==> src/hw/rtl/hffp_pkg.sv <==
package hffp_pkg;

   localparam int unsigned MAX_FIELDS = 8;
   localparam logic [2:0] LAST_FIELD_INDEX = 3'(MAX_FIELDS - 1);

   localparam logic [7:0] CHAR_START = 8'h2A;
   localparam logic [7:0] CHAR_END   = 8'h23;
   localparam logic [7:0] CHAR_SEP   = 8'h2C;

   localparam logic [7:0] EXPECTED_LENGTH_RESET = 8'd38;
   localparam logic [2:0] SWAP_FIELD_RESET      = 3'd6;

   typedef enum logic {
      CSR_EXPECTED_LENGTH = 1'b0,
      CSR_SWAP_FIELD      = 1'b1
   } csr_index_type;

   typedef struct packed {
      logic       valid;
      logic [3:0] value;
   } hex_digit_type;

   function automatic hex_digit_type hex_digit(input logic [7:0] c);
      hex_digit_type d;
      d.valid = 1'b1;
      if (c inside {[8'h30:8'h39]}) begin
         d.value = 4'(c - 8'h30);
      end else if (c inside {[8'h41:8'h46]}) begin
         d.value = 4'(c - 8'h37);
      end else if (c inside {[8'h61:8'h66]}) begin
         d.value = 4'(c - 8'h57);
      end else begin
         d.valid = 1'b0;
         d.value = 4'd0;
      end
      return d;
   endfunction

endpackage

==> src/hw/rtl/hex_field_frame_parser.sv <==
// Hex field frame parser.
// Input channel (req_): one received byte per word; the word is taken at a
// rising edge with req_valid high and req_stall low. Bytes outside a frame
// are dropped until '*' opens one; ',' and '#' close fields.
// Result channel (rsp_): one word per field after the header closed by ','
// up to index 7; one status word at '#' in any case, with the field it closes.
// A word is taken when rsp_valid is high and rsp_stall is low.
// Configuration (csr_): csr_index 0 writes expected_length, 1 writes
// swap_field_index; csr_ready is always high. Write only while idle.
// Throughput: one byte per cycle while no result waits under rsp_stall;
// each byte passes the input register and one step of compare and shift-or
// logic into the result register, which drives rsp_.
// Stall: while rsp_stall holds a waiting result, the byte in the input
// register holds and req_stall rises; nothing is lost.
// Reset: synchronous, active high; empties both registers, returns to
// hunting for '*' and restores the register reset values (38 and 6).
module hex_field_frame_parser (
   input  logic        clock,
   input  logic        reset,
   input  logic        req_valid,
   output logic        req_stall,
   input  logic [7:0]  req_rx_byte,
   output logic        rsp_valid,
   input  logic        rsp_stall,
   output logic [2:0]  rsp_field_index,
   output logic [31:0] rsp_field_value,
   output logic        rsp_field_bad,
   output logic        rsp_last_field,
   output logic        rsp_length_error,
   output logic        rsp_count_error,
   input  logic        csr_valid,
   output logic        csr_ready,
   input  logic        csr_index,
   input  logic [7:0]  csr_data
);

   logic        in_valid_ff;
   logic [7:0]  in_byte_ff;

   logic [7:0]  expected_length_ff;
   logic [2:0]  swap_field_ff;

   logic        in_frame_ff,  in_frame_in;
   logic [2:0]  field_num_ff, field_num_in;
   logic [31:0] acc_ff,       acc_in;
   logic        char_err_ff,  char_err_in;
   logic [7:0]  byte_cnt_ff,  byte_cnt_in;
   logic        excess_ff,    excess_in;

   logic        rsp_valid_ff;
   logic [2:0]  rsp_index_ff,  rsp_index_in;
   logic [31:0] rsp_value_ff,  rsp_value_in;
   logic        rsp_bad_ff,    rsp_bad_in;
   logic        rsp_last_ff,   rsp_last_in;
   logic        rsp_len_ff,    rsp_len_in;
   logic        rsp_cnt_ff,    rsp_cnt_in;
   logic        emit;

   logic        out_free;
   logic        work;
   hffp_pkg::hex_digit_type digit;
   logic [31:0] field_val;
   logic        real_field;
   logic        is_last;

   assign out_free  = !rsp_valid_ff || !rsp_stall;
   assign work      = in_valid_ff && out_free;
   assign req_stall = in_valid_ff && !out_free;
   assign csr_ready = 1'b1;

   always_comb begin
      digit = hffp_pkg::hex_digit(in_byte_ff);
      field_val = char_err_ff ? 32'd0 : acc_ff;
      if (swap_field_ff != 3'd0 && field_num_ff == swap_field_ff) begin
         field_val = {16'd0, field_val[7:0], field_val[15:8]};
      end
      real_field = !excess_ff && field_num_ff != 3'd0;
      is_last    = in_byte_ff == hffp_pkg::CHAR_END;

      in_frame_in  = in_frame_ff;
      field_num_in = field_num_ff;
      acc_in       = acc_ff;
      char_err_in  = char_err_ff;
      byte_cnt_in  = byte_cnt_ff;
      excess_in    = excess_ff;
      emit         = 1'b0;

      byte_cnt_in = (byte_cnt_ff == 8'hFF) ? byte_cnt_ff : byte_cnt_ff + 8'd1;

      rsp_index_in = real_field ? field_num_ff : 3'd0;
      rsp_value_in = real_field ? field_val : 32'd0;
      rsp_bad_in   = real_field && char_err_ff;
      rsp_last_in  = is_last;
      rsp_len_in   = is_last && byte_cnt_in != expected_length_ff;
      rsp_cnt_in   = is_last && excess_ff;

      if (in_byte_ff == hffp_pkg::CHAR_START) begin
         in_frame_in  = 1'b1;
         field_num_in = 3'd0;
         acc_in       = 32'd0;
         char_err_in  = 1'b0;
         byte_cnt_in  = 8'd1;
         excess_in    = 1'b0;
      end else if (!in_frame_ff) begin
         byte_cnt_in = byte_cnt_ff;
      end else if (is_last) begin
         emit        = 1'b1;
         in_frame_in = 1'b0;
      end else if (in_byte_ff == hffp_pkg::CHAR_SEP) begin
         emit = real_field;
         if (!excess_ff) begin
            if (field_num_ff >= hffp_pkg::LAST_FIELD_INDEX) begin
               excess_in = 1'b1;
            end else begin
               field_num_in = field_num_ff + 3'd1;
            end
         end
         acc_in      = 32'd0;
         char_err_in = 1'b0;
      end else if (!digit.valid) begin
         char_err_in = 1'b1;
      end else begin
         acc_in = {acc_ff[27:0], digit.value};
      end
   end

   always_ff @(posedge clock) begin
      if (reset) begin
         in_valid_ff        <= 1'b0;
         rsp_valid_ff       <= 1'b0;
         in_frame_ff        <= 1'b0;
         field_num_ff       <= 3'd0;
         acc_ff             <= 32'd0;
         char_err_ff        <= 1'b0;
         byte_cnt_ff        <= 8'd0;
         excess_ff          <= 1'b0;
         expected_length_ff <= hffp_pkg::EXPECTED_LENGTH_RESET;
         swap_field_ff      <= hffp_pkg::SWAP_FIELD_RESET;
      end else begin
         if (!req_stall) begin
            in_valid_ff <= req_valid;
         end
         if (out_free) begin
            rsp_valid_ff <= work && emit;
         end
         if (work) begin
            in_frame_ff  <= in_frame_in;
            field_num_ff <= field_num_in;
            acc_ff       <= acc_in;
            char_err_ff  <= char_err_in;
            byte_cnt_ff  <= byte_cnt_in;
            excess_ff    <= excess_in;
         end
         if (csr_valid) begin
            case (hffp_pkg::csr_index_type'(csr_index))
               hffp_pkg::CSR_EXPECTED_LENGTH: expected_length_ff <= csr_data;
               hffp_pkg::CSR_SWAP_FIELD:      swap_field_ff      <= csr_data[2:0];
               default: ;
            endcase
         end
      end
   end

   always_ff @(posedge clock) begin
      if (req_valid && !req_stall) begin
         in_byte_ff <= req_rx_byte;
      end
      if (work && emit) begin
         rsp_index_ff <= rsp_index_in;
         rsp_value_ff <= rsp_value_in;
         rsp_bad_ff   <= rsp_bad_in;
         rsp_last_ff  <= rsp_last_in;
         rsp_len_ff   <= rsp_len_in;
         rsp_cnt_ff   <= rsp_cnt_in;
      end
   end

   assign rsp_valid        = rsp_valid_ff;
   assign rsp_field_index  = rsp_index_ff;
   assign rsp_field_value  = rsp_value_ff;
   assign rsp_field_bad    = rsp_bad_ff;
   assign rsp_last_field   = rsp_last_ff;
   assign rsp_length_error = rsp_len_ff;
   assign rsp_count_error  = rsp_cnt_ff;

endmodule

==> config.mk <==
export PLATFORM = sky130hd
export DESIGN_NAME = hex_field_frame_parser
export DESIGN_NICKNAME = d
export VERILOG_FILES = /design/src/hw/rtl/hffp_pkg.sv /design/src/hw/rtl/hex_field_frame_parser.sv
export SDC_FILE = /design/constraint.sdc
export NUM_CORES = 1
export LEC_CHECK = 0
export BUFFER_PORTS_ARGS = -buffer_cell sky130_fd_sc_hd__buf_2
export CAP_MARGIN = 20
export CORE_MARGIN = 5
export CORE_UTILIZATION = 40
export CTS_BUF_LIST = sky130_fd_sc_hd__clkbuf_8
export CTS_CLUSTER_DIAMETER = 150
export DETAILED_ROUTE_END_ITERATION = 8
export PLACE_DENSITY = 0.59
export SYNTH_ARGS = -nofsm -noshare
export SYNTH_HDL_FRONTEND = slang
export SYNTH_SLANG_ARGS = --single-unit
==> constraint.sdc <==
create_clock -name clock -period 7 [get_ports clock]
set_clock_uncertainty 0.15 [all_clocks]
set_input_delay 1.75 -clock clock [delete_from_list [all_inputs] [get_ports clock]]
set_output_delay 1.75 -clock clock [all_outputs]
set_load 0.02 [all_outputs]
==> impl_metrics.json <==
{
  "post_cts_buffers": 0,
  "wl_um": 9090,
  "areaGrowthSynthToFinish_pct": 12.4,
  "drt_pass1_iterations": 4,
  "period_minus_slack_ps": 4110,
  "routedWlPerCell_um": 14.7,
  "peakVddDrop_v": 0.0000878,
  "worst_ep_arrival_time_ps": 2210,
  "async_flop_share_pct": 0,
  "synth_seq_cells": 106,
  "syn_area_per_cell_um2": 11.0,
  "grt_max_degree": 40,
  "root_buffer": "clkbuf_8",
  "h-tree-depth": 3,
  "path_class": "primary input to output pin",
  "cap_violations": 0,
  "syn_area_um2": 4630,
  "grt_pass1_wl_um": 15100,
  "n_antenna_cell": 0,
  "end_kind": "output pin",
  "gr-total-overflow": 0,
  "layout.nets": 501,
  "start_util_pct": 40.7,
  "drive_gt1_share_pct": 18.3,
  "viasPerCell": 5.23,
  "clk_latency_ps": 360,
  "vias": 3234,
  "cts_hold_buf": 0,
  "cts_sinks": 106,
  "coreArea_um2": 11400,
  "grt_pass1_vias": 3010,
  "maxSlewViolCount": 0,
  "crit_fanout": 3,
  "finalPower_mw": 1.09,
  "status": "finished, final reports clean",
  "wl_met1_um": 4400,
  "setup_viol": 0,
  "startpoint_type": "primary input",
  "cts_made_buffers": 9,
  "pin_count": 64,
  "hold_violations": 0,
  "finalWeightedCongestion": 0.826,
  "dp_hpwl_um": 6450,
  "maxUsedRoutingLayer": "met4",
  "post-route-util_pct": 45.7,
  "tns_ps": 0,
  "place_ws_ps": 2900,
  "io_buffers": 62,
  "dieArea_um2": 13800,
  "worst_pin_slew_ps": 954,
  "met2WireLength_um": 4140,
  "post-route-cell-area_um2": 5200,
  "drcViolationCount": 0,
  "die_x_um": 118,
  "p_leak_nw": 2.10,
  "antenna_found_initial": 0,
  "setup_ws_ps": 2890,
  "synthDistinctLibCells": 56,
  "syn_nets": 451,
  "p_per_area_nw_per_um2": 210,
  "cts_tree": "done",
  "die_h_um": 118,
  "seq_area_frac_synth_pct": 56.0,
  "cts.path.max_buffers": 2,
  "dr_wl_met3_um": 403,
  "ys.warnings.count": 0,
  "dpl_cell_area_um2": 4990,
  "cp.required_ps": 5100,
  "synth_cells": 420,
  "period_share_pct": 58.7,
  "relSlewSlack_pct": 36.4,
  "first_iter_violations": 129,
  "antenna_left": 0,
  "placementRows": 39,
  "min-delay-path-class": "flip-flop to flip-flop",
  "synthFlopType": "dfxtp_1",
  "max_freq_mhz": 244,
  "rsz0062_at_grt": "false",
  "cts.reportedPaths.clkPinSlew_ps": 110,
  "synth_edf_count": 47,
  "track_usage_pct": 13.1,
  "postCtsResizedCells": 0
}
[cells in the mapped netlist (all sizes together) (3+ instances only)]
library cell	instances	area, um2
a211o	5	43.8
a21oi	26	134
a22o	30	263
a22oi	3	22.5
a31oi	4	31.3
and2	22	138
and3	9	56.3
buf	14	97.6
clkbuf	11	41.3
dfxtp	59	1180
edfxtp	47	1410
ha	9	113
inv	9	33.8
mux2i	17	170
nand2	32	120
nand2b	4	25.0
nand3	13	65.1
nand3b	4	30.0
nor2	35	131
nor2b	7	51.3
nor3	10	50.1
o21ai	7	35.0
o22ai	3	18.8
xnor2	6	52.6
xor2	5	43.8
[sequential cells by signal (all words and copies together), names as in the netlist]
name	cells
rsp_length_error	1
byte_cnt_ff	8
rsp_count_error	1
rsp_field_bad	1
rsp_field_value	32
excess_ff	1
in_valid_ff	1
rsp_field_index	3
rsp_valid	1
rsp_last_field	1
swap_field_ff	3
char_err_ff	1
expected_length_ff	8
acc_ff	32
in_byte_ff	8
in_frame_ff	1
field_num_ff	3
[report_power, final]
part	switching (mW)	internal (mW)	leakage, nW
Clock	0.223	0.172	0.0999
Combinational	0.0217	0.0169	1.06
Sequential	0.00823	0.649	0.938
Total	0.253	0.838	2.10
[worst paths after layout]
path / startpoint / endpoint / cells after the start / slack, ps
hold / removal: expected_length_ff[0] / expected_length_ff[0] / 2 / 320
setup reg to reg: in_byte_ff[0] / acc_ff[29] / 8 / 3810
hold reg to reg: expected_length_ff[0] / expected_length_ff[0] / 2 / 320
setup / recovery: rsp_stall / req_stall / 3 / 2890
[metrics by stage]
step,hold slack (ps),std cells
after floorplan,290,420
after global placement,308,602
after detailed placement,313,602
after CTS,331,618
after global routing,348,618
final,324,618
[critical path, cell delays in order]
cell	delay [ps]
buf_2	100
and3_1	190
buf_2	160
[layer usage]
layer  vias to the layer above  track usage (%)
li1                       1630                -
met1                      1527             17.4
met2                        64             21.1
met3                        13             2.79
met4                         0             4.73
met5                         -                0
[layout make-up]
class | instances | area (um2)
fill | 1068 | 6170
sequential | 106 | 2590
multi-input combinational | 280 | 1860
timing repair buffer | 64 | 325
tap | 143 | 179
clock buffer | 9 | 124
clock inverter | 7 | 85.1
inverter | 9 | 33.8
[cells by family (layout without fill, tap and decap cells)]
group / count (synthesis) / count (layout) / share of synthesized area, %
fa+ha+maj: 9 / 9 / 2.43
compound gates: 92 / 92 / 14.3
simple gates: 149 / 149 / 17.4
buf+inv: 34 / 89 / 3.73
flops: 106 / 106 / 56.0
other cells: 1 / 1 / 0.0811
xor+xnor: 11 / 11 / 2.08
mux: 18 / 18 / 3.92
[cells in the final DEF (no fill, tap or decap), drive strengths merged, types with 3 or more instances in the layout]
cell type  Yosys  final
o22ai          3      3
a21oi         26     26
a22o          30     30
xnor2          6      6
edfxtp        47     47
inv            9     12
nand2         32     32
a31oi          4      4
nand3         13     13
and2          22     22
and3           9      9
nor3          10     10
a211o          5      5
nor2b          7      7
nand3b         4      4
ha             9      9
clkbuf        11      9
xor2           5      5
nand2b         4      4
mux2i         17     17
dfxtp         59     59
a22oi          3      3
o21ai          7      7
buf           14     64
nor2          35     35
Power figures use the tool's default switching activity.
